==> config.mk <==
export PLATFORM = sky130hd
export DESIGN_NAME = sfla_result
export DESIGN_NICKNAME = d
export VERILOG_FILES = /design/src/hw/rtl/sfla_pkg.sv /design/src/hw/rtl/sfla_result.sv
export SDC_FILE = /design/constraint.sdc
export NUM_CORES = 1
export LEC_CHECK = 0
export BUFFER_PORTS_ARGS = -buffer_cell sky130_fd_sc_hd__buf_2
export CAP_MARGIN = 25
export CORE_AREA = 8 8 103 142
export CTS_BUF_LIST = sky130_fd_sc_hd__clkbuf_2 sky130_fd_sc_hd__clkbuf_4 sky130_fd_sc_hd__clkbuf_8
export CTS_CLUSTER_SIZE = 25
export DETAILED_ROUTE_END_ITERATION = 7
export DIE_AREA = 0 0 111 150
export GPL_ROUTABILITY_DRIVEN = 0
export PLACE_DENSITY = 0.95
export SETUP_SLACK_MARGIN = 0.5
export SYNTH_ARGS = -nofsm -noshare
export SYNTH_HDL_FRONTEND = slang
export SYNTH_SLANG_ARGS = --single-unit
==> constraint.sdc <==
create_clock -name clk -period 5.1 [get_ports clk]
set_input_delay 1.02 -clock clk [delete_from_list [all_inputs] [get_ports clk]]
set_output_delay 1.02 -clock clk [all_outputs]
set_load 0.01 [all_outputs]
==> src/hw/rtl/sfla_pkg.sv <==
package sfla_pkg;

  // request function codes
  localparam logic [2:0] FUNC_WRITE  = 3'd0;
  localparam logic [2:0] FUNC_ADD    = 3'd1;
  localparam logic [2:0] FUNC_REMOVE = 3'd2;
  localparam logic [2:0] FUNC_CLEAR  = 3'd3;
  localparam logic [2:0] FUNC_EVAL   = 3'd4;

  // configuration register indexes
  localparam logic [1:0] CFG_BIAS    = 2'd0;
  localparam logic [1:0] CFG_LOW_THR = 2'd1;
  localparam logic [1:0] CFG_MID_THR = 2'd2;

  // bucket codes
  localparam logic [1:0] BUCKET_LOW  = 2'd0;
  localparam logic [1:0] BUCKET_MID  = 2'd1;
  localparam logic [1:0] BUCKET_HIGH = 2'd2;

  // register reset values
  localparam logic signed [31:0] BIAS_RESET    = 32'sd0;
  localparam logic signed [33:0] LOW_THR_RESET = -34'sd9000;
  localparam logic signed [33:0] MID_THR_RESET = -34'sd1644;

  // saturation limits of a side sum
  localparam logic signed [31:0] SUM_MAX = 32'sh7fff_ffff;
  localparam logic signed [31:0] SUM_MIN = 32'sh8000_0000;

  // result queue geometry
  localparam int QAW    = 2;
  localparam int QDEPTH = 1 << QAW;
  localparam int QCW    = QAW + 1;

  typedef struct packed {
    logic [2:0]         func;
    logic               side;
    logic [16:0]        feature_index;
    logic signed [15:0] weight_value;
  } req_t;

  typedef struct packed {
    logic signed [33:0] twice_logit;
    logic [1:0]         bucket;
  } rsp_t;

  // control of one request entering the accumulate stage
  typedef struct packed {
    logic       valid;
    logic [2:0] func;
    logic       side;
    logic       in_range;
  } op_t;

  // evaluate sum leaving the accumulate stage
  typedef struct packed {
    logic               valid;
    logic signed [33:0] twice;
  } eval_t;

endpackage

==> src/hw/rtl/sfla_result.sv <==
module sfla_result (
  input  logic                        clk,
  input  logic                        rst,
  input  sfla_pkg::eval_t             eval,
  input  logic signed [33:0]          low_thr,
  input  logic signed [33:0]          mid_thr,
  input  logic                        rsp_stall,
  output logic                        rsp_valid,
  output sfla_pkg::rsp_t              rsp,
  output logic [sfla_pkg::QCW-1:0]    count
);

  sfla_pkg::rsp_t             q [sfla_pkg::QDEPTH];
  sfla_pkg::rsp_t             entry;
  logic [sfla_pkg::QAW-1:0]   wr_ptr;
  logic [sfla_pkg::QAW-1:0]   rd_ptr;
  logic                       push;
  logic                       pop;

  // bucket from the two thresholds
  always_comb begin
    entry.twice_logit = eval.twice;
    if (eval.twice < low_thr) begin
      entry.bucket = sfla_pkg::BUCKET_LOW;
    end else if (eval.twice < mid_thr) begin
      entry.bucket = sfla_pkg::BUCKET_MID;
    end else begin
      entry.bucket = sfla_pkg::BUCKET_HIGH;
    end
  end

  assign push      = eval.valid;
  assign pop       = rsp_valid && !rsp_stall;
  assign rsp_valid = (count != '0);
  assign rsp       = q[rd_ptr];

  // result queue storage
  always_ff @(posedge clk) begin
    if (push) begin
      q[wr_ptr] <= entry;
    end
  end

  // queue pointers and fill count
  always_ff @(posedge clk) begin
    if (rst) begin
      wr_ptr <= '0;
      rd_ptr <= '0;
      count  <= '0;
    end else begin
      if (push) begin
        wr_ptr <= wr_ptr + 1'b1;
      end
      if (pop) begin
        rd_ptr <= rd_ptr + 1'b1;
      end
      if (push && !pop) begin
        count <= count + 1'b1;
      end else if (!push && pop) begin
        count <= count - 1'b1;
      end
    end
  end

`ifndef SYNTHESIS
  // upstream credit check must keep the queue from overflowing
  assert property (@(posedge clk) disable iff (rst)
    push |-> (count < sfla_pkg::QCW'(sfla_pkg::QDEPTH)) || pop)
    else $error("result queue overflow");

  // a queued result never carries an unused bucket code
  assert property (@(posedge clk) disable iff (rst)
    rsp_valid |-> (rsp.bucket == sfla_pkg::BUCKET_LOW) || (rsp.bucket == sfla_pkg::BUCKET_MID)
                  || (rsp.bucket == sfla_pkg::BUCKET_HIGH))
    else $error("bad bucket in result queue");
`endif

endmodule

==> Word-level counts from Yosys, hierarchy flattened <==
Memory sizes are Yosys's and may differ from the RTL's. A register that Yosys moved wholly into a read port is not among the register bits.
Index checks and enable logic that the tools add are counted.
{ "classes": {"reduce_logical": 8, "n_mul": 0, "div_mod_pow": 0, "n_shift": 0, "magnitude_cmp": 2, "eq_ne": 0, "bitwise": 0, "muxes": 8, "add_sub_neg": 4} }
{ "op_table": {"columns": ["op", "n"], "rows": [
  ["less-than comparator 34 bit", 2],
  ["2-to-1 mux 2 bit", 4],
  ["2-to-1 mux 3 bit", 2],
  ["adder 2 x 1 -> 2 bit, second input constant", 2],
  ["adder 3 x 1 -> 3 bit, second input constant", 1],
  ["logical AND 1 bit", 3],
  ["logical NOT 1 bit", 3],
  ["nonzero test 3 bit", 1],
  ["subtractor 3 x 1 -> 3 bit, second input constant", 1],
  ["2-to-1 mux 1 bit", 2],
  ["nonzero test 2 bit", 1]
]} }
{ "word_totals": {"regBits": 7, "inputBits": 106, "mem_count": 1, "mem_bits_ro": 0, "mem_bits_rw": 144, "elab_cells": 26, "latch_bits": 0} }
{ "mem_list": {"columns": ["memory", "depth", "word_bits", "read_ports", "rd_clocked_by_memory_dff", "write_ports", "line_no", "source"], "rows": [
  ["q", 4, 36, 1, 1, 1, "sfla_result.sv:13", "sfla_pkg::rsp_t q [sfla_pkg::QDEPTH];"]
]} }

==> Logic depth before layout (Yosys ltp) <==
{ "depth": {"ltp_word": 5, "mapped_depth": 9, "ltp_nobuf": 9} }

==> Least setup slack after synthesis <==
Ideal clock, no wire load.
{ "synth_timing": {"kind": "input to register", "from": "in low_thr[31]", "to": "mem q[0][0] (netlist bit), data pin", "arrival_ns": 2.689, "stages": 7, "setup_slack_ns": 2.226, "n_path_buf": 0, "cell_sequence": "inv_1 -> ha_1 -> a21o_1 -> a21o_1 -> a211o_1 -> or4_4 -> a211oi_2"} }
{ "synth_lines": {"columns": ["element", "line_no", "source"], "rows": [
  ["start, declared", "sfla_result.sv:5", "input logic signed [33:0] low_thr,"],
  ["end, declared", "sfla_result.sv:13", null]
]} }

==> impl_metrics.ini <==
[synthesis]
async_reset_ff_frac = 0
synthAdderAreaFrac = 0.125
synth_cells = 470
syn_area_sq_um = 7290
ys.flop_type = edfxtp_1
ys_warn_count = 0
ys_seq_area_frac = 0.618
synth_edf_count = 144
synthMuxAreaShare = 0.114
synthXorXnorAreaFrac = 0.00601
avgSynthCellArea_sq_um = 15.5
synth_top_family_by_area = adder cells
synthSimpleGateAreaFrac = 0.0458
synth-seq-cells = 153
synth_cell_type_count = 42
syn_nets = 648
synth_compound_area_frac = 0.0491

[detailed_routing]
first_iter_violations = 355
drc = 0
drtPass1Iterations = 5
vias = 4672
wirelength_microns = 16900
final_antenna_net_count = 0
routed_via_density = 5.87
post_drt_wl_per_cell_microns = 21.2

[worst_setup_path]
path_class = flip-flop to output pin
crit_chain = buf_4 -> mux4_2 -> buf_2
endpoint_kind = output pin
slowest_delay_ns = 0.81
worst_setup_path_start_kind = flip-flop
path_delay_family = flip-flops
crit_arrival_ns = 2.45
critPathMaxFanout = 20
r2r_slack_ns = 2.84
r2r_end = count[2]
critical_path_required_ns = 4.08
critPathBufInv = 2
slowest_stage = dfxtp_2
timing.rr.start = count[0]
worstRegToRegCells = 9

[clocking]
cts_tree = done
htree_num_levels = 4
cts_setup_buffers = 0
cts_buffers = 17
cts.sinks = 153
clockRootBuffer = clkbuf_8
post_cts_resized = 0
hold_buffers = 0
clk_latency_ns = 0.43
clkTransAtPathRegs_ns = 0.08
cts_max_path_buffers = 2

[floorplanning]
fp.coreArea_sq_um = 12600
die_w_microns = 111
die_h_microns = 150
io_pins = 146
die-area_sq_um = 16700
rows = 49
start_util = 0.580

[run_status]
status = completed

[power]
ir_worst_vdd_mv = 0.278
p_sw_w = 0.000895
switching_share = 0.268
pwr-share-comb = 0.237
pwr-share-seq = 0.464
powerDensity_nw_per_um2 = 385
internal_power_w = 0.00245
p_clk_frac = 0.299
power_leakage_nw = 3.62

[final_layout]
mostFrequentLayoutCells = 145 x buf_2, 144 x edfxtp_1, 72 x inv_1, 71 x ha_1, 36 x mux4_2
layout.nets = 807
layout_commonest_cell = buf_2
final_cell_area_sq_um = 8680
fillers = 836
area_growth_pct = 19.2
post-route-util = 0.691
final_layout_size_suffix_gt1_frac = 0.350

[hold_path]
hold_end = count[2]
holdPathStages = 2
worstHoldPathType = flip-flop to flip-flop
min_from = count[2]

[placed_design]
dp_slack_ns = 1.60
dp_hpwl_microns = 12100
io_buffers = 145
dpl_cell_area_sq_um = 8180

[timing]
fin_ws_ns = 1.63
setup_viol = 0
drv_slew = 0
grt_setup_unrepaired = false
worst_clock_skew_ns = 0.00809
finalHoldViolCount = 0
fin_crit_ns = 3.47
relSlewSlack = 0.310
setup_tns_ns = 0
post-route-period-util = 0.681
worstMarginPinSlew_ns = 1.03
max_freq_mhz = 288

[global_route]
antenna_found_initial = 1
grt_pass1_vias = 5244
grt-ovfl-total = 0
grt.total_usage = 0.208
grt_pass1_wl_microns = 26600
grt_max_degree = 37

[job]
drv_cap = 0
==> per-stage QoR <==
step	power (W)	cells	hold WS, ns
2_1_floorplan	0.00206	470	0.485
3_3_place_gp	0.00235	760	0.477
3_5_place_dp	0.00238	760	0.500
4_1_cts	0.00337	792	0.512
5_1_grt	0.00349	796	0.539
6_report	0.00334	796	0.514
==> cells in the mapped netlist (2+ instances only) <==
| cell | number | area (sq um) |
|---|---|---|
| nor4_1 | 2 | 12.5 |
| nor2b_1 | 2 | 12.5 |
| mux2i_1 | 2 | 20.0 |
| edfxtp_1 | 144 | 4320 |
| nand2b_1 | 2 | 12.5 |
| a211o_1 | 2 | 17.5 |
| a21oi_1 | 29 | 145 |
| nor3_1 | 2 | 10.0 |
| nand2_1 | 17 | 63.8 |
| ha_1 | 71 | 888 |
| nand4_1 | 9 | 56.3 |
| inv_1 | 72 | 270 |
| nor2_1 | 9 | 33.8 |
| clkbuf_1 | 5 | 18.8 |
| or3_1 | 2 | 12.5 |
| and2_1 | 4 | 25.0 |
| and4_1 | 2 | 17.5 |
| xnor2_1 | 2 | 17.5 |
| a21o_1 | 4 | 30.0 |
| a221oi_1 | 2 | 17.5 |
| xor2_1 | 3 | 26.3 |
| nand3_1 | 8 | 40.0 |
| mux4_2 | 36 | 811 |
| o21ai_0 | 10 | 50.1 |
| buf_2 | 4 | 20.0 |
| dfxtp_1 | 9 | 180 |
==> how the worst max path moves through the flow <==
stage,depth (start not counted),startpoint,to
detailed placement,8,eval[28],q[0][1]
finish,3,flip-flop,rsp[27]
CTS,3,flip-flop,rsp[32]
global placement,8,eval[33],q[0][1]
floorplan,7,low_thr[31],q[0][0]
global route,3,flip-flop,rsp[33]
==> flip-flops by register name, summed over array words and instances (netlist names), named ones only <==
signal / cells
count: 3
q: 144
rd_ptr: 2
wr_ptr: 2
==> area by class of cell <==
| type | instances | area [sq um] | area share |
|---|---|---|---|
| sequential | 153 | 4510 | 0.519 |
| multi-input combinational | 236 | 2480 | 0.286 |
| timing repair buffer | 149 | 793 | 0.0913 |
| clock buffer | 23 | 292 | 0.0336 |
| inverter | 72 | 270 | 0.0311 |
| tap | 153 | 191 | 0.0220 |
| clock inverter | 9 | 149 | 0.0171 |
| antenna | 1 | 2.50 | 0.000288 |
==> metal layers <==
| layer | vias to the layer above | share of wire | wire length [microns] | track usage |
|---|---|---|---|---|
| li1 | 2112 | - | - | - |
| met1 | 2328 | 0.36 | 6160 | 0.212 |
| met2 | 208 | 0.56 | 9420 | 0.395 |
| met3 | 24 | 0.059 | 1010 | 0.0457 |
| met4 | 0 | 0.019 | 325 | 0.0949 |
| met5 | - | 0 | 0 | 0 |
==> cell families (layout without fill, tap and decap cells) <==
family | Yosys count | count (layout)
buffers and inverters | 81 | 253
AOI/OAI and AO/OA | 58 | 58
other | 0 | 1
adders and majority gates | 72 | 72
DFF | 153 | 153
and+or+nand+nor | 63 | 63
xor gates and xnor gates | 5 | 5
muxes | 38 | 38
==> power by group through the flow <==
stage / sequential [W] / clock [W] / combinational [W]
CTS: 0.00156 / 0.00101 / 0.000800
global placement: 0.00158 / 0 / 0.000770
finish: 0.00155 / 0.00100 / 0.000792
detailed placement: 0.00159 / 0 / 0.000794
floorplan: 0.00151 / 0 / 0.000552
global route: 0.00156 / 0.00106 / 0.000865
==> worst reg2reg max path, stage by stage (launching register included) <==
cell	delay, ns
dfxtp_1	0.36
or3_1	0.37
nor2b_1	0.17
inv_1	0.07
ha_1	0.19
inv_1	0.07
fa_1	0.37
xor2_1	0.16
or3_1	0.30
a21oi_1	0.15
No activity file was read; power rests on OpenSTA's default activity.
