<file path="src/hw/rtl/sfla_pkg.sv">
package sfla_pkg;

  // request function codes
  localparam logic [2:0] FUNC_WRITE  = 3'd0;
  localparam logic [2:0] FUNC_ADD    = 3'd1;
  localparam logic [2:0] FUNC_REMOVE = 3'd2;
  localparam logic [2:0] FUNC_CLEAR  = 3'd3;
  localparam logic [2:0] FUNC_EVAL   = 3'd4;

  // configuration register indexes
  localparam logic [1:0] CFG_BIAS    = 2'd0;
  localparam logic [1:0] CFG_LOW_THR = 2'd1;
  localparam logic [1:0] CFG_MID_THR = 2'd2;

  // bucket codes
  localparam logic [1:0] BUCKET_LOW  = 2'd0;
  localparam logic [1:0] BUCKET_MID  = 2'd1;
  localparam logic [1:0] BUCKET_HIGH = 2'd2;

  // register reset values
  localparam logic signed [31:0] BIAS_RESET    = 32'sd0;
  localparam logic signed [33:0] LOW_THR_RESET = -34'sd9000;
  localparam logic signed [33:0] MID_THR_RESET = -34'sd1644;

  // saturation limits of a side sum
  localparam logic signed [31:0] SUM_MAX = 32'sh7fff_ffff;
  localparam logic signed [31:0] SUM_MIN = 32'sh8000_0000;

  // result queue geometry
  localparam int QAW    = 2;
  localparam int QDEPTH = 1 << QAW;
  localparam int QCW    = QAW + 1;

  typedef struct packed {
    logic [2:0]         func;
    logic               side;
    logic [16:0]        feature_index;
    logic signed [15:0] weight_value;
  } req_t;

  typedef struct packed {
    logic signed [33:0] twice_logit;
    logic [1:0]         bucket;
  } rsp_t;

  // control of one request entering the accumulate stage
  typedef struct packed {
    logic       valid;
    logic [2:0] func;
    logic       side;
    logic       in_range;
  } op_t;

  // evaluate sum leaving the accumulate stage
  typedef struct packed {
    logic               valid;
    logic signed [33:0] twice;
  } eval_t;

endpackage

</file>
<file path="src/hw/rtl/sfla_accum.sv">
module sfla_accum (
  input  logic                clk,
  input  logic                rst,
  input  sfla_pkg::op_t       op,
  input  logic signed [15:0]  weight,
  input  logic signed [31:0]  bias,
  output sfla_pkg::eval_t     eval
);

  sfla_pkg::op_t      s1;
  logic signed [31:0] sums      [2];
  logic signed [31:0] sums_next [2];
  logic signed [31:0] sel_sum;
  logic signed [32:0] total;
  logic signed [31:0] sat_sum;
  logic signed [33:0] twice;

  // stage register alongside the table read
  always_ff @(posedge clk) begin
    if (rst) begin
      s1 <= '0;
    end else begin
      s1 <= op;
    end
  end

  // add or subtract the weight, clamp to 32 bits
  always_comb begin
    sel_sum = sums[s1.side];
    if (s1.func == sfla_pkg::FUNC_REMOVE) begin
      total = {sel_sum[31], sel_sum} - {{17{weight[15]}}, weight};
    end else begin
      total = {sel_sum[31], sel_sum} + {{17{weight[15]}}, weight};
    end
    if (total[32] != total[31]) begin
      sat_sum = total[32] ? sfla_pkg::SUM_MIN : sfla_pkg::SUM_MAX;
    end else begin
      sat_sum = total[31:0];
    end
  end

  // side sum update
  always_comb begin
    sums_next = sums;
    if (s1.valid) begin
      case (s1.func) inside
        sfla_pkg::FUNC_ADD, sfla_pkg::FUNC_REMOVE: begin
          if (s1.in_range) begin
            sums_next[s1.side] = sat_sum;
          end
        end
        sfla_pkg::FUNC_CLEAR: begin
          sums_next[s1.side] = '0;
        end
        default: begin
        end
      endcase
    end
  end

  always_ff @(posedge clk) begin
    if (rst) begin
      sums[0] <= '0;
      sums[1] <= '0;
    end else begin
      sums <= sums_next;
    end
  end

  // twice the logit: 2*bias plus both sides
  assign twice = {bias[31], bias, 1'b0}
               + {{2{sums[0][31]}}, sums[0]}
               + {{2{sums[1][31]}}, sums[1]};

  always_ff @(posedge clk) begin
    eval.twice <= twice;
    if (rst) begin
      eval.valid <= 1'b0;
    end else begin
      eval.valid <= s1.valid && (s1.func == sfla_pkg::FUNC_EVAL);
    end
  end

endmodule

</file>
<file path="config.mk">
export PLATFORM = sky130hd
export DESIGN_NAME = sfla_accum
export DESIGN_NICKNAME = d
export VERILOG_FILES = /design/src/hw/rtl/sfla_pkg.sv /design/src/hw/rtl/sfla_accum.sv
export SDC_FILE = /design/constraint.sdc
export NUM_CORES = 1
export LEC_CHECK = 0
export ABC_CLOCK_PERIOD_IN_PS = 9510
export BUFFER_PORTS_ARGS = -buffer_cell sky130_fd_sc_hd__buf_2
export CAP_MARGIN = 5
export CORE_AREA = 2 2 160 146
export CTS_CLUSTER_DIAMETER = 200
export CTS_CLUSTER_SIZE = 12
export DETAILED_ROUTE_END_ITERATION = 8
export DIE_AREA = 0 0 162 148
export PLACE_DENSITY = 0.59
export SETUP_SLACK_MARGIN = 0.3
export SYNTH_ARGS = -nofsm -noshare
export SYNTH_HDL_FRONTEND = slang
export SYNTH_SLANG_ARGS = --single-unit
</file>
<file path="constraint.sdc">
create_clock -name clk -period 9.51 [get_ports clk]
set_clock_uncertainty 0.2 [all_clocks]
set_input_delay 0.4755 -clock clk [delete_from_list [all_inputs] [get_ports clk]]
set_output_delay 0.4755 -clock clk [all_outputs]
set_load 0.03 [all_outputs]
</file>
# ---- After elaboration in Yosys (flattened, before gate mapping)
# Index checks and enable logic that the tools add are counted.
dict set report word_totals {
  in_bits 56
  ff_bits 105
  wordCells 40
  out_inout_bits 35
}
dict set report classes {
  muxes 12
  reduce_logical 5
  addsub 4
  n_lt_le_gt_ge 2
  n_eq_ne 6
  bitwise_logic 3
}
# operator n
set op_table {}
lappend op_table {{$mux W32} 6}
lappend op_table {{$mux W64} 3}
lappend op_table {{$and A64 B64 Y64} 1}
lappend op_table {{$bwmux W64} 1}
lappend op_table {{$not A64 Y64} 1}
lappend op_table {{$add A33 B32 Y34} 1}
lappend op_table {{$add A34 B34 Y34} 1}
lappend op_table {{$add A32 B16 Y33} 1}
lappend op_table {{$mux W33} 1}
lappend op_table {{$sub A32 B16 Y33} 1}
lappend op_table {{$demux W32 S1} 1}
lappend op_table {{$eq A3 B2 Y1 const B} 2}
lappend op_table {{$eq A3 B1 Y1 const B} 1}
lappend op_table {{$eq A3 B3 Y1 const B} 1}
lappend op_table {{$reduce_and A3 Y1} 1}
lappend op_table {{$ge A2 B2 Y1 const B} 1}
lappend op_table {{$logic_and A1 B1 Y1} 2}
lappend op_table {{$lt A2 B1 Y1 const B} 1}
lappend op_table {{$ne A2 B2 Y1 const B} 1}
lappend op_table {{$not A1 Y2} 1}
lappend op_table {{$reduce_bool A2 Y1} 1}
lappend op_table {{$reduce_or A2 Y1} 1}
lappend op_table {{$ne A1 B1 Y1} 1}

# ---- Longest topological paths before layout
# Gate-level depths: netlist of run 1.
dict set report logic_depth {
  depth_word 11
  mapped_depth 21
  mapped_depth_nobuf 20
}

# ---- Least setup slack after synthesis of run 1
# Ideal clock, no wire load.
dict set report synth_timing {
  kind {input -> register}
  from {input weight[6]}
  to {register sums[0] (netlist bit)}
  cell_stages 20
  arrival_time_ns 4.312
  setup_ns 0.117
  setup_slack_ns 4.882
  n_path_buf 1
  required_time_ns 9.193
  cell_sequence {nor3_1 -> nand2_1 -> nor4_1 -> nand3b_1 -> nand3b_1 -> ha_1 -> nand2_1 -> o21ai_0 -> ha_1 -> nand4_1 -> nor4_1 -> a21oi_1 -> o211ai_1 -> a21oi_1 -> and2_1 -> or4_1 -> and3_1 -> and2_1 -> buf_2 -> a22o_1}
}
dict set report synth_between {
  elab_chain_len 7
  elab_cells_between_ends 9
  cone_classes {add/sub (2); eq/ne (1); mux (6)}
}
# element line
set synth_rtl {}
lappend synth_rtl {{start, declared} sfla_accum.sv:5} ;# input logic signed [15:0] weight,
lappend synth_rtl {{$add A32 B16 Y33 / $sub A32 B16 Y33 (equally long branches)} {sfla_accum.sv:33, sfla_accum.sv:31}}
lappend synth_rtl {{$mux W33 *} sfla_accum.sv:30} ;# if (s1.func == sfla_pkg::FUNC_REMOVE) begin
lappend synth_rtl {{$mux W32 / $ne A1 B1 Y1 (equally long branches)} {sfla_accum.sv:36, sfla_accum.sv:35}}
lappend synth_rtl {{$mux W32 *} sfla_accum.sv:35} ;# if (total[32] != total[31]) begin
lappend synth_rtl {{$bwmux W64 *} sfla_accum.sv:49} ;# sums_next[s1.side] = sat_sum;
lappend synth_rtl {{$mux W64 *} sfla_accum.sv:48} ;# if (s1.in_range) begin
lappend synth_rtl {{$mux W64 *} sfla_accum.sv:46} ;# case (s1.func) inside
lappend synth_rtl {{end signal, assigned} sfla_accum.sv:66} ;# sums <= sums_next;
lappend synth_rtl {{end, declared} sfla_accum.sv:11} ;# logic signed [31:0] sums [2];
# Mark *: on every way between the ends. The rest lies on a longest branch, timed or not. The select of a mux whose other input is x is not followed.
# A chain may end at the register's enable or synchronous reset.

# ---- Worst setup path in the final report of run 1
dict set report layout_timing {
  from {input weight[6]}
  to {register sums[34] (netlist bit)}
}
# Same word-level chain as after synthesis.

==> impl_table.tex, run 1 <==
\begin{tabular}{lr}
\hline
Metric & Value \\
\hline
\multicolumn{2}{l}{\textbf{Critical path}} \\
\quad Type of element capturing the critical path & flop \\
\quad Arrival @ worst endpoint & 5.70 ns \\
\quad Worst-path maximum fanout & 20 \\
\quad WS Path Type & input pin to flop \\
\quad Data required time at the worst endpoint & 9.56 ns \\
\quad Startpoint types & input pin \\
\multicolumn{2}{l}{\textbf{Logic synthesis}} \\
\quad Mapped Cells & 898 \\
\quad Post-synthesis area per instance & 8.82 µm² \\
\quad Asr flop ratio synth & 0\% \\
\quad Post-synthesis cell type with the largest combined area & dfxtp\_1 \\
\quad Synth Area in Compound Gates & 24.3\% \\
\quad Yosys synthesis warning count & 0 \\
\quad Area share of the largest cell type after synthesis & 26.5\% \\
\quad Most frequently used flop master after synthesis & dfxtp\_1 \\
\quad Multiplexer area fraction after synthesis & 4.50\% \\
\quad Number of enable-type register cells in the synthesized netlist & 0 \\
\quad Net count after synthesis & 1056 \\
\quad Number of distinct library cells after synthesis & 67 \\
\quad Sequential area share after synthesis & 26.5\% \\
\quad Arithmetic-cell share of the synthesized area counting full adders, half adders and majority gates & 19.5\% \\
\quad Leading cell types by total area after synthesis & dfxtp\_1 (27\%), ha\_1 (11\%), fa\_1 (8.6\%) \\
\quad Number of flip-flops and latches in the synthesized netlist & 105 \\
\quad Combined area of all synthesized cells & 7920 µm² \\
\quad Dominant combinational cell family by area after synthesis & compound AO/OA/AOI/OAI gates \\
\quad Simple-gate area share of the yosys netlist & 14.0\% \\
\quad Xor-xnor portion of the synthesized cell area & 8.39\% \\
\multicolumn{2}{l}{\textbf{Drt}} \\
\quad Via density per instance & 5.23 \\
\quad Routed WL & 20200 µm \\
\quad Routed wire length per instance & 15.9 µm \\
\quad Post-route DRC violation count & 0 \\
\quad Routed Antenna Nets & 0 \\
\quad DR iter-0 viols & 438 \\
\quad Number of vias in the routed layout & 6647 \\
\quad Pre-antenna DRT Iters & 5 \\
\multicolumn{2}{l}{\textbf{Cells and area}} \\
\quad Area delta synth->final & 12.9\% \\
\quad Area occupied by multi-input gates & 5610 µm² \\
\quad Area occupied by registers & 2100 µm² \\
\quad Fraction of layout instances using a drive strength above 1 & 15.8\% \\
\quad Number of antenna diodes & 0 \\
\quad Total number of nets in the final design & 1127 \\
\quad Leading cell type in the layout, fill and taps excluded & dfxtp\_1 \\
\quad Layout fillers & 2334 \\
\quad Most frequent cells in the layout & dfxtp\_1 (105), buf\_2 (90), a21oi\_1 (80) \\
\quad Final cell count without fillers & 1271 \\
\multicolumn{2}{l}{\textbf{Placed design}} \\
\quad Routability cong. & 0.911 \\
\quad Number of cells after detailed placement & 1255 \\
\quad Half-perimeter wire length after detailed placement & 15400 µm \\
\quad Port-buffer cells & 90 \\
\multicolumn{2}{l}{\textbf{Power and ir drop}} \\
\quad Power density over the cells & 116 nW/µm² \\
\quad P\_leak & 4.10 nW \\
\quad Worst supply voltage drop on vdd & 0.0695 mV \\
\multicolumn{2}{l}{\textbf{Clocking}} \\
\quad Clock Latency Late Sink & 0.36 ns \\
\quad H-tree depth reported by CTS & 3 \\
\quad Max Buffers Root-to-Sink & 2 \\
\quad Number of CTS-inserted buffers & 9 \\
\quad Hold buffers post-CTS & 0 \\
\quad Clock slew seen by the registers of the worst setup and hold paths & 0.08 ns \\
\quad CTS Sinks & 105 \\
\quad Root buffer cell & clkbuf\_16 \\
\quad Number of gates resized after cts & 0 \\
\quad Post-CTS setup buffer count & 0 \\
\quad Clock tree from TritonCTS & yes \\
\multicolumn{2}{l}{\textbf{STA}} \\
\quad Maximum clock frequency & 0.177 GHz \\
\quad Max transition margin & 25.4\% \\
\quad Number of endpoints with negative hold slack in the final report & 0 \\
\quad Transition time at the pin with the least slew margin & 1.12 ns \\
\quad Setup TNS Final & 0 ns \\
\quad Clock period minus final worst setup slack & 5.65 ns \\
\quad Final-report max-slew violation count & 0 \\
\quad Endpoints failing setup & 0 \\
\quad Period Utilization, post-route & 59.4\% \\
\quad RSZ-0062 raised after global routing & false \\
\multicolumn{2}{l}{\textbf{Outcome}} \\
\quad Status & complete, no violations \\
\multicolumn{2}{l}{\textbf{Global routing}} \\
\quad Number of global-route vias before repair & 6233 \\
\quad Grt ovf & 0 \\
\quad Maximum number of pins on one net before global-route repair & 35 \\
\quad Global-route wire length before repair & 32200 µm \\
\quad Total Routing Usage GR & 16.9\% \\
\quad Antenna violations before repair & 0 \\
\multicolumn{2}{l}{\textbf{Worst hold path}} \\
\quad Class of the tightest hold or removal check & input pin to flop \\
\multicolumn{2}{l}{\textbf{Flow run}} \\
\quad Maxcap violations & 0 \\
\multicolumn{2}{l}{\textbf{Die}} \\
\quad Die Outline Area & 24000 µm² \\
\quad Ports placed on the boundary & 91 \\
\quad Die Y & 148 µm \\
\quad Horizontal extent of the die & 162 µm \\
\quad Core region area & 22300 µm² \\
\quad FP Rows & 52 \\
\quad Starting Density & 35.6\% \\
\hline
\end{tabular}
power by group:
part           internal [W]  leakage, nW  switching, W
sequential         0.000451        0.860    0.00000375
clock              0.000206        0.143      0.000179
combinational     0.0000748         3.10      0.000127
total              0.000731         4.10      0.000309
registers in the layout, summed over array words and instances, names as in the netlist:
signal	cells
sums	64
eval	35
s1	6
Yosys cell counts, types with 3 or more instances:
cell type and count:
nand3b_1 4, fa_1 34, a21oi_1 80, o211ai_1 4, a22o_1 23, nor4_1 4, buf_2 7, o21ai_1 4
a211oi_1 4, a211o_1 5, a21oi_2 3, a31oi_1 6, nand4_1 11, a21o_1 28, nor2_1 62, dfxtp_1 105
nand2_1 79, o21a_1 16, o21bai_1 12, xor2_1 18, nand2b_1 9, o21ai_0 77, and3_1 7, and2_1 7
mux2_2 29, a21boi_0 3, nor3_1 5, nor2b_1 15, inv_1 25, nand3_1 13, xnor2_1 56, mux2i_1 3
a2111oi_0 3, clkbuf_1 24, o31ai_1 6, ha_1 68
final cells by class:
type | count | share of cell area (%)
Multi-Input combinational cell | 735 | 62.7
Tap cell | 297 | 4.16
Sequential cell | 105 | 23.5
Timing Repair Buffer | 93 | 5.29
Inverter | 25 | 1.05
Clock inverter | 6 | 0.728
Clock buffer | 10 | 2.56
critical path, cell delays in order:
cell and delay (ns):
buf_2 0.11, nor3_1 0.33, nand2_1 0.14, nor4_1 0.26, nand3b_1 0.20, nand3b_1 0.35
ha_1 0.35, nand2_1 0.05, o21ai_0 0.10, ha_1 0.25, a21oi_1 0.19, o21ai_0 0.14
a2111oi_2 0.47, o21ai_1 0.16, and4_1 0.27, a2111oi_4 0.31, or4_1 0.26, nand3_1 0.65
o21bai_1 0.43, a22o_1 0.20
per-layer routing:
metal | track usage, % | wire length (µm)
met5 | 0 | 0
met2 | 26.1 | 8720
met1 | 25.0 | 10500
met3 | 2.67 | 804
met4 | 3.67 | 147
kinds of logic after synthesis:
group	Yosys count
and+or+nand+nor	231
AOI/OAI and AO/OA	294
DFF	105
buffers and inverters	58
xor gates and xnor gates	75
muxes	32
adders and majority gates	103
through the flow:
stage / area [µm²] / hold slack, ns / power [W] / utilization [%] / worst slack, ns
global placement: 8650 / 0.280 / 0.000666 / 38.9 / 3.74
floorplan: 7920 / 0.263 / 0.000607 / - / 4.88
finish: 8940 / 0.118 / 0.00104 / 40.2 / 3.86
CTS: 8940 / 0.103 / 0.00105 / 40.2 / 3.93
detailed placement: 8650 / 0.292 / 0.000666 / 38.9 / 3.57
global route: 8940 / 0.107 / 0.00109 / 40.2 / 3.35
final timing paths:
| check | depth (start not counted) | end | slack [ns] | startpoint |
|---|---|---|---|---|
| hold reg to reg | 2 | sums[20] | 0.30 | sums[20] |
| setup / recovery | 20 | sums[34] | 3.86 | weight[6] |
| hold / removal | 2 | s1[3] | 0.12 | op[3] |
| setup reg to reg | 14 | sums[34] | 4.16 | s1[3] |
No activity file was read; power rests on OpenSTA's default activity.
==> inputs of run 2 (changes only) <==
ABC_CLOCK_PERIOD_IN_PS = 5200   (was 9510)
clock period = 5.2 ns   (was 9.51 ns; I/O delays follow)
==> impl_table.tex, run 2 (same netlist as run 1, synthesis figures left out) <==
\begin{tabular}{lr}
\hline
Metric & Value \\
\hline
\multicolumn{2}{l}{\textbf{Clocking}} \\
\quad Root buffer cell & clkbuf\_16 \\
\quad Clock slew seen by the registers of the worst setup and hold paths & 0.07 ns \\
\quad CTS Sinks & 105 \\
\quad Number of CTS-inserted buffers & 9 \\
\quad Clock tree from TritonCTS & yes \\
\quad Clock Latency Late Sink & 0.36 ns \\
\quad Max Buffers Root-to-Sink & 2 \\
\quad H-tree depth reported by CTS & 3 \\
\multicolumn{2}{l}{\textbf{Critical path}} \\
\quad Peak per-stage delay on the critical path & 0.44 ns \\
\quad Data required time at the worst endpoint & 5.26 ns \\
\quad Highest-delay cell along the critical path & a311oi\_1 \\
\quad WS Path Type & flop to flop \\
\quad Dominant delay contributor by cell family on the critical path & compound AO/OA/AOI/OAI gates \\
\quad Type of element capturing the critical path & flop \\
\quad Total buffers and inverters traversed by the critical path & 1 \\
\quad Startpoint types & flop \\
\quad Arrival @ worst endpoint & 4.60 ns \\
\quad Worst-path maximum fanout & 8 \\
\quad Worst path cell trace & nor3b\_2 -> buf\_4 -> nor2\_1 -> xnor2\_1 -> ha\_1 -> o211ai\_1 -> a21oi\_1 -> o41a\_1 -> a22o\_1 -> a311oi\_1 -> o21ai\_0 -> a21oi\_1 -> xor2\_1 -> nand2b\_1 -> a22o\_1 \\
\multicolumn{2}{l}{\textbf{STA}} \\
\quad Period Utilization, post-route & 87.5\% \\
\quad Transition time at the pin with the least slew margin & 0.915 ns \\
\quad RSZ-0062 raised after global routing & false \\
\quad Final-report max-slew violation count & 0 \\
\quad Maximum clock frequency & 0.220 GHz \\
\quad Setup TNS Final & 0 ns \\
\quad Max transition margin & 38.8\% \\
\quad Clock period minus final worst setup slack & 4.55 ns \\
\quad Endpoints failing setup & 0 \\
\quad Number of endpoints with negative hold slack in the final report & 0 \\
\multicolumn{2}{l}{\textbf{Drt}} \\
\quad DR iter-0 viols & 410 \\
\quad Via density per instance & 5.18 \\
\quad Routed wire length per instance & 15.9 µm \\
\quad Post-route DRC violation count & 0 \\
\quad Routed Antenna Nets & 0 \\
\quad Number of vias in the routed layout & 6776 \\
\quad Pre-antenna DRT Iters & 5 \\
\quad Routed WL & 20800 µm \\
\multicolumn{2}{l}{\textbf{Cells and area}} \\
\quad Layout fillers & 2253 \\
\quad Final cell count without fillers & 1309 \\
\quad Leading cell type in the layout, fill and taps excluded & dfxtp\_1 \\
\quad Total number of nets in the final design & 1165 \\
\quad Fraction of layout instances using a drive strength above 1 & 19.1\% \\
\quad Number of antenna diodes & 0 \\
\quad Area delta synth->final & 17.9\% \\
\quad Area occupied by multi-input gates & 5630 µm² \\
\quad Most frequent cells in the layout & dfxtp\_1 (105), buf\_2 (90), nand2\_1 (79), a21oi\_1 (79), o21ai\_0 (76) \\
\quad Top flop regs & sums: 64 flops, eval: 35 flops, s1: 6 flops \\
\quad Area occupied by registers & 2100 µm² \\
\quad Number of flip-flops in the largest register & 64 \\
\quad End-of-flow core utilization & 42.0\% \\
\quad Top register by number of flip-flops & sums \\
\multicolumn{2}{l}{\textbf{Die}} \\
\quad Horizontal extent of the die & 162 µm \\
\quad Core region area & 22300 µm² \\
\quad Ports placed on the boundary & 91 \\
\quad FP Rows & 52 \\
\quad Die Outline Area & 24000 µm² \\
\quad Starting Density & 35.6\% \\
\quad Die Y & 148 µm \\
\multicolumn{2}{l}{\textbf{Global routing}} \\
\quad Met1 track demand over resource in global routing & 26.0\% \\
\quad Global-route wire length before repair & 32700 µm \\
\quad Antenna violations before repair & 0 \\
\quad Grt ovf & 0 \\
\quad Number of global-route vias before repair & 6322 \\
\quad GR Layer Usage met3 & 2.61\% \\
\quad Global routing met2 resource utilization & 25.9\% \\
\quad Total Routing Usage GR & 17.3\% \\
\quad Most utilized layer in the global route result & met1 \\
\quad Maximum number of pins on one net before global-route repair & 35 \\
\multicolumn{2}{l}{\textbf{Placed design}} \\
\quad Half-perimeter wire length after detailed placement & 16300 µm \\
\quad Number of cells after detailed placement & 1286 \\
\quad Routability cong. & 0.923 \\
\quad Port-buffer cells & 90 \\
\multicolumn{2}{l}{\textbf{Flow run}} \\
\quad Maxcap violations & 0 \\
\multicolumn{2}{l}{\textbf{Power and ir drop}} \\
\quad P\_leak & 4.32 nW \\
\quad Worst supply voltage drop on vdd & 0.124 mV \\
\quad Power density over the cells & 209 nW/µm² \\
\multicolumn{2}{l}{\textbf{Outcome}} \\
\quad Status & complete, no violations \\
\multicolumn{2}{l}{\textbf{Worst hold path}} \\
\quad Class of the tightest hold or removal check & input pin to flop \\
\hline
\end{tabular}
==> run 2: cell count changes in the layout (fill, tap and decap cells not counted), sizes merged <==
cell         change
buf             +32
dlygate4sd3      +6
clkbuf           +1
clkinvlp         -1
==> run 2: power by group <==
part           leakage, nW  switching [W]  internal (W)
clock                0.157       0.000324      0.000404
combinational         3.30       0.000237      0.000155
sequential           0.860     0.00000736      0.000824
==> run 2: cell type report <==
| type | instances | share of cell area [%] |
|---|---|---|
| Inverter | 25 | 1.01 |
| Tap cell | 297 | 3.98 |
| Clock inverter | 5 | 0.657 |
| Timing Repair Buffer | 131 | 8.82 |
| Sequential cell | 105 | 22.5 |
| Clock buffer | 11 | 2.71 |
| Multi-Input combinational cell | 735 | 60.3 |
==> run 2: per-layer routing <==
metal,wire length [µm],up-vias
met1,11000,3161
met3,880,12
met4,191,0
li1,-,3458
met2,8750,145
met5,0,-
==> run 2: final timing paths <==
kind | from | to | slack (ns) | depth (start not counted)
max | s1[3] | sums[53] | 0.65 | 15
min | rst | s1[1] | 0.02 | 2
max reg2reg | s1[3] | sums[53] | 0.65 | 15
min reg2reg | sums[51] | sums[51] | 0.29 | 2
==> run 2: repair_timing <==
item,4_1_cts,5_1_grt
endpoints found under the setup margin,0,62
hold endpoints to repair,6,0
buffers inserted,0,1
resized for setup,0,7
hold buffers,6,0
==> run 2: stage by stage <==
stage               area [µm²]  hold slack [ns]  setup slack (ns)  total power [W]
floorplan                 7920            0.188             0.787          0.00111
global placement          8920            0.271             0.168          0.00124
detailed placement        8920            0.272             0.116          0.00123
CTS                       9290           0.0113             0.414          0.00197
global route              9340           0.0359             0.269          0.00205
finish                    9340           0.0188             0.652          0.00195
==> inputs of run 3 (changes only) <==
CORE_AREA = 2 2 167 152   (was 2 2 160 146)
DIE_AREA = 0 0 169 154   (was 0 0 162 148)
PLACE_DENSITY = 0.56   (was 0.59)
==> impl_table.tex, run 3 (same netlist as run 1, synthesis figures left out) <==
\begin{tabular}{lr}
\hline
Metric & Value \\
\hline
\multicolumn{2}{l}{\textbf{STA}} \\
\quad Maximum clock frequency & 0.215 GHz \\
\quad Period Utilization, post-route & 89.5\% \\
\quad RSZ-0062 raised after global routing & false \\
\quad Transition time at the pin with the least slew margin & 0.787 ns \\
\quad Endpoints failing setup & 0 \\
\quad Worst hold slack & 0.0789 ns \\
\quad Final-report max-slew violation count & 0 \\
\quad Number of endpoints with negative hold slack in the final report & 0 \\
\quad Clock period minus final worst setup slack & 4.65 ns \\
\quad Max transition margin & 46.2\% \\
\quad Setup TNS Final & 0 ns \\
\multicolumn{2}{l}{\textbf{Die}} \\
\quad Horizontal extent of the die & 169 µm \\
\quad Die Outline Area & 26000 µm² \\
\quad FP Rows & 54 \\
\quad Die Y & 154 µm \\
\quad Core region area & 24200 µm² \\
\quad Ports placed on the boundary & 91 \\
\quad Starting Density & 32.7\% \\
\multicolumn{2}{l}{\textbf{Placed design}} \\
\quad Placed Area & 8890 µm² \\
\quad Routability cong. & 0.891 \\
\quad Number of cells after detailed placement & 1296 \\
\quad Port-buffer cells & 90 \\
\quad Half-perimeter wire length after detailed placement & 17600 µm \\
\multicolumn{2}{l}{\textbf{Clocking}} \\
\quad Clock tree from TritonCTS & yes \\
\quad Root buffer cell & clkbuf\_16 \\
\quad CTS Sinks & 105 \\
\quad Clock slew seen by the registers of the worst setup and hold paths & 0.08 ns \\
\quad H-tree depth reported by CTS & 3 \\
\quad Clock Latency Late Sink & 0.35 ns \\
\quad Max Buffers Root-to-Sink & 2 \\
\quad Number of CTS-inserted buffers & 9 \\
\multicolumn{2}{l}{\textbf{Cells and area}} \\
\quad Final cell count without fillers & 1322 \\
\quad Total number of nets in the final design & 1167 \\
\quad Leading cell type in the layout, fill and taps excluded & dfxtp\_1 \\
\quad Final instance area & 9350 µm² \\
\quad Number of flip-flops in the largest register & 64 \\
\quad End-of-flow core utilization & 38.6\% \\
\quad Area delta synth->final & 18.0\% \\
\quad Number of antenna diodes & 0 \\
\quad Top flop regs & sums: 64 flops, eval: 35 flops, s1: 6 flops \\
\quad Fraction of layout instances using a drive strength above 1 & 19.0\% \\
\quad Top register by number of flip-flops & sums \\
\quad Most frequent cells in the layout & dfxtp\_1 (105), buf\_2 (90), nand2\_1 (79), a21oi\_1 (79), o21ai\_0 (76) \\
\multicolumn{2}{l}{\textbf{Critical path}} \\
\quad Depth of the worst register-to-register path & 18 \\
\quad Worst flop-to-flop path startpoint & s1[4] \\
\quad Reg2Reg Setup Slack & 0.55 ns \\
\quad Highest-delay cell along the critical path & ha\_1 \\
\quad WS Path Type & flop to flop \\
\quad Type of element capturing the critical path & flop \\
\quad Dominant delay contributor by cell family on the critical path & simple AND/OR/NAND/NOR gates \\
\quad Peak per-stage delay on the critical path & 0.46 ns \\
\quad Total buffers and inverters traversed by the critical path & 4 \\
\quad Arrival @ worst endpoint & 4.69 ns \\
\quad Worst path cell trace & buf\_4 -> nor3b\_1 -> buf\_4 -> nor2\_1 -> buf\_4 -> o21ai\_0 -> ha\_1 -> nand4\_1 -> nor4\_2 -> a21oi\_1 -> o211ai\_1 -> a21oi\_2 -> and2\_1 -> or4\_1 -> and3\_1 -> and2\_1 -> buf\_4 -> a22o\_1 \\
\quad Worst-path maximum fanout & 10 \\
\quad Cell with the most instances on the worst path & buf\_4 \\
\quad Data required time at the worst endpoint & 5.24 ns \\
\quad RR Endpoint & sums[24] \\
\quad Startpoint types & flop \\
\multicolumn{2}{l}{\textbf{Global routing}} \\
\quad Grt ovf & 0 \\
\quad Total Routing Usage GR & 16.5\% \\
\quad Antenna violations before repair & 0 \\
\quad Global-route wire length before repair & 34000 µm \\
\quad Maximum number of pins on one net before global-route repair & 24 \\
\quad Number of global-route vias before repair & 6356 \\
\multicolumn{2}{l}{\textbf{Worst hold path}} \\
\quad Cells on Worst Hold Path & 2 \\
\quad Hold-critical path endpoint & s1[2] \\
\quad Class of the tightest hold or removal check & input pin to flop \\
\quad Launch point of the worst hold path & rst \\
\multicolumn{2}{l}{\textbf{Power and ir drop}} \\
\quad Power density over the cells & 213 nW/µm² \\
\quad Worst supply voltage drop on vdd & 0.174 mV \\
\quad Clock network fraction of total power & 38.3\% \\
\quad Cell-internal power & 0.00141 W \\
\quad Fraction of power consumed by combinational cells & 20.0\% \\
\quad Switching fraction of total power & 29.2\% \\
\quad Share of power burned in registers & 41.7\% \\
\quad Switching pwr & 0.000582 W \\
\quad P\_leak & 4.32 nW \\
\multicolumn{2}{l}{\textbf{Drt}} \\
\quad Via density per instance & 5.12 \\
\quad Routed WL & 21700 µm \\
\quad Number of vias in the routed layout & 6768 \\
\quad Pre-antenna DRT Iters & 5 \\
\quad DR iter-0 viols & 505 \\
\quad Post-route DRC violation count & 0 \\
\quad Routed wire length per instance & 16.5 µm \\
\quad Routed Antenna Nets & 0 \\
\multicolumn{2}{l}{\textbf{Outcome}} \\
\quad Status & complete, no violations \\
\multicolumn{2}{l}{\textbf{Flow run}} \\
\quad Maxcap violations & 0 \\
\hline
\end{tabular}
## run 3: cell count changes in the layout (fill, tap and decap cells not counted), sizes merged
cell      delta
buf          +2
bufinv       +1
clkbuf       -2
clkinvlp     +1
## run 3: per-layer routing
layer	wire (µm)	track usage, %
met5	0	0
met3	1040	2.29
met1	11500	25.3
met4	352	5.09
met2	8850	23.5
## run 3: worst max-delay path by stage
stage	from	to	slack, ns	cells after the start
final	s1[4]	sums[24]	0.55	18
after global routing	s1[4]	sums[5]	0.30	18
after CTS	s1[3]	sums[24]	0.41	15
after detailed placement	weight[6]	sums[24]	0.11	22
after global placement	weight[6]	sums[13]	0.07	22
after floorplan	weight[6]	sums[13]	0.79	20
## run 3: what timing repair did
| action | CTS | global route |
|---|---|---|
| buffers inserted | 0 | 4 |
| gates resized for setup | 0 | 5 |
| hold buffers | 6 | 0 |
| hold endpoints to repair | 6 | 0 |
| endpoints found under the setup margin | 0 | 62 |
## run 3: power groups by stage
| stage | sequential (W) | clock [W] | combinational, W |
|---|---|---|---|
| 2_1_floorplan | 0.000884 | 0 | 0.000226 |
| 3_3_place_gp | 0.000850 | 0 | 0.000389 |
| 3_5_place_dp | 0.000850 | 0 | 0.000389 |
| 4_1_cts | 0.000831 | 0.000779 | 0.000395 |
| 5_1_grt | 0.000833 | 0.000807 | 0.000438 |
| 6_report | 0.000831 | 0.000762 | 0.000399 |
## run 3: layout make-up
class,count,area (µm²)
Fill cell,2508,14800
Multi-Input combinational cell,735,5620
Sequential cell,105,2100
Timing Repair Buffer,133,813
Tap cell,308,385
Clock buffer,9,225
Clock inverter,7,113
Inverter,25,93.8
## run 3: metrics by stage
step / worst slack, ns / power, W
3_5_place_dp: 0.107 / 0.00124
5_1_grt: 0.302 / 0.00208
3_3_place_gp: 0.0669 / 0.00124
6_report: 0.545 / 0.00199
2_1_floorplan: 0.787 / 0.00111
4_1_cts: 0.415 / 0.00200
## run 3: worst reg2reg max path: cells and delay by family, from the launching register on
kind	cells	cell delay (ns)
AND/OR/NAND/NOR	8	2.11
buffers and inverters	4	0.74
AO/OA/AOI/OAI	5	0.63
adder cells (fa/ha/maj)	1	0.46
flip-flops	1	0.40
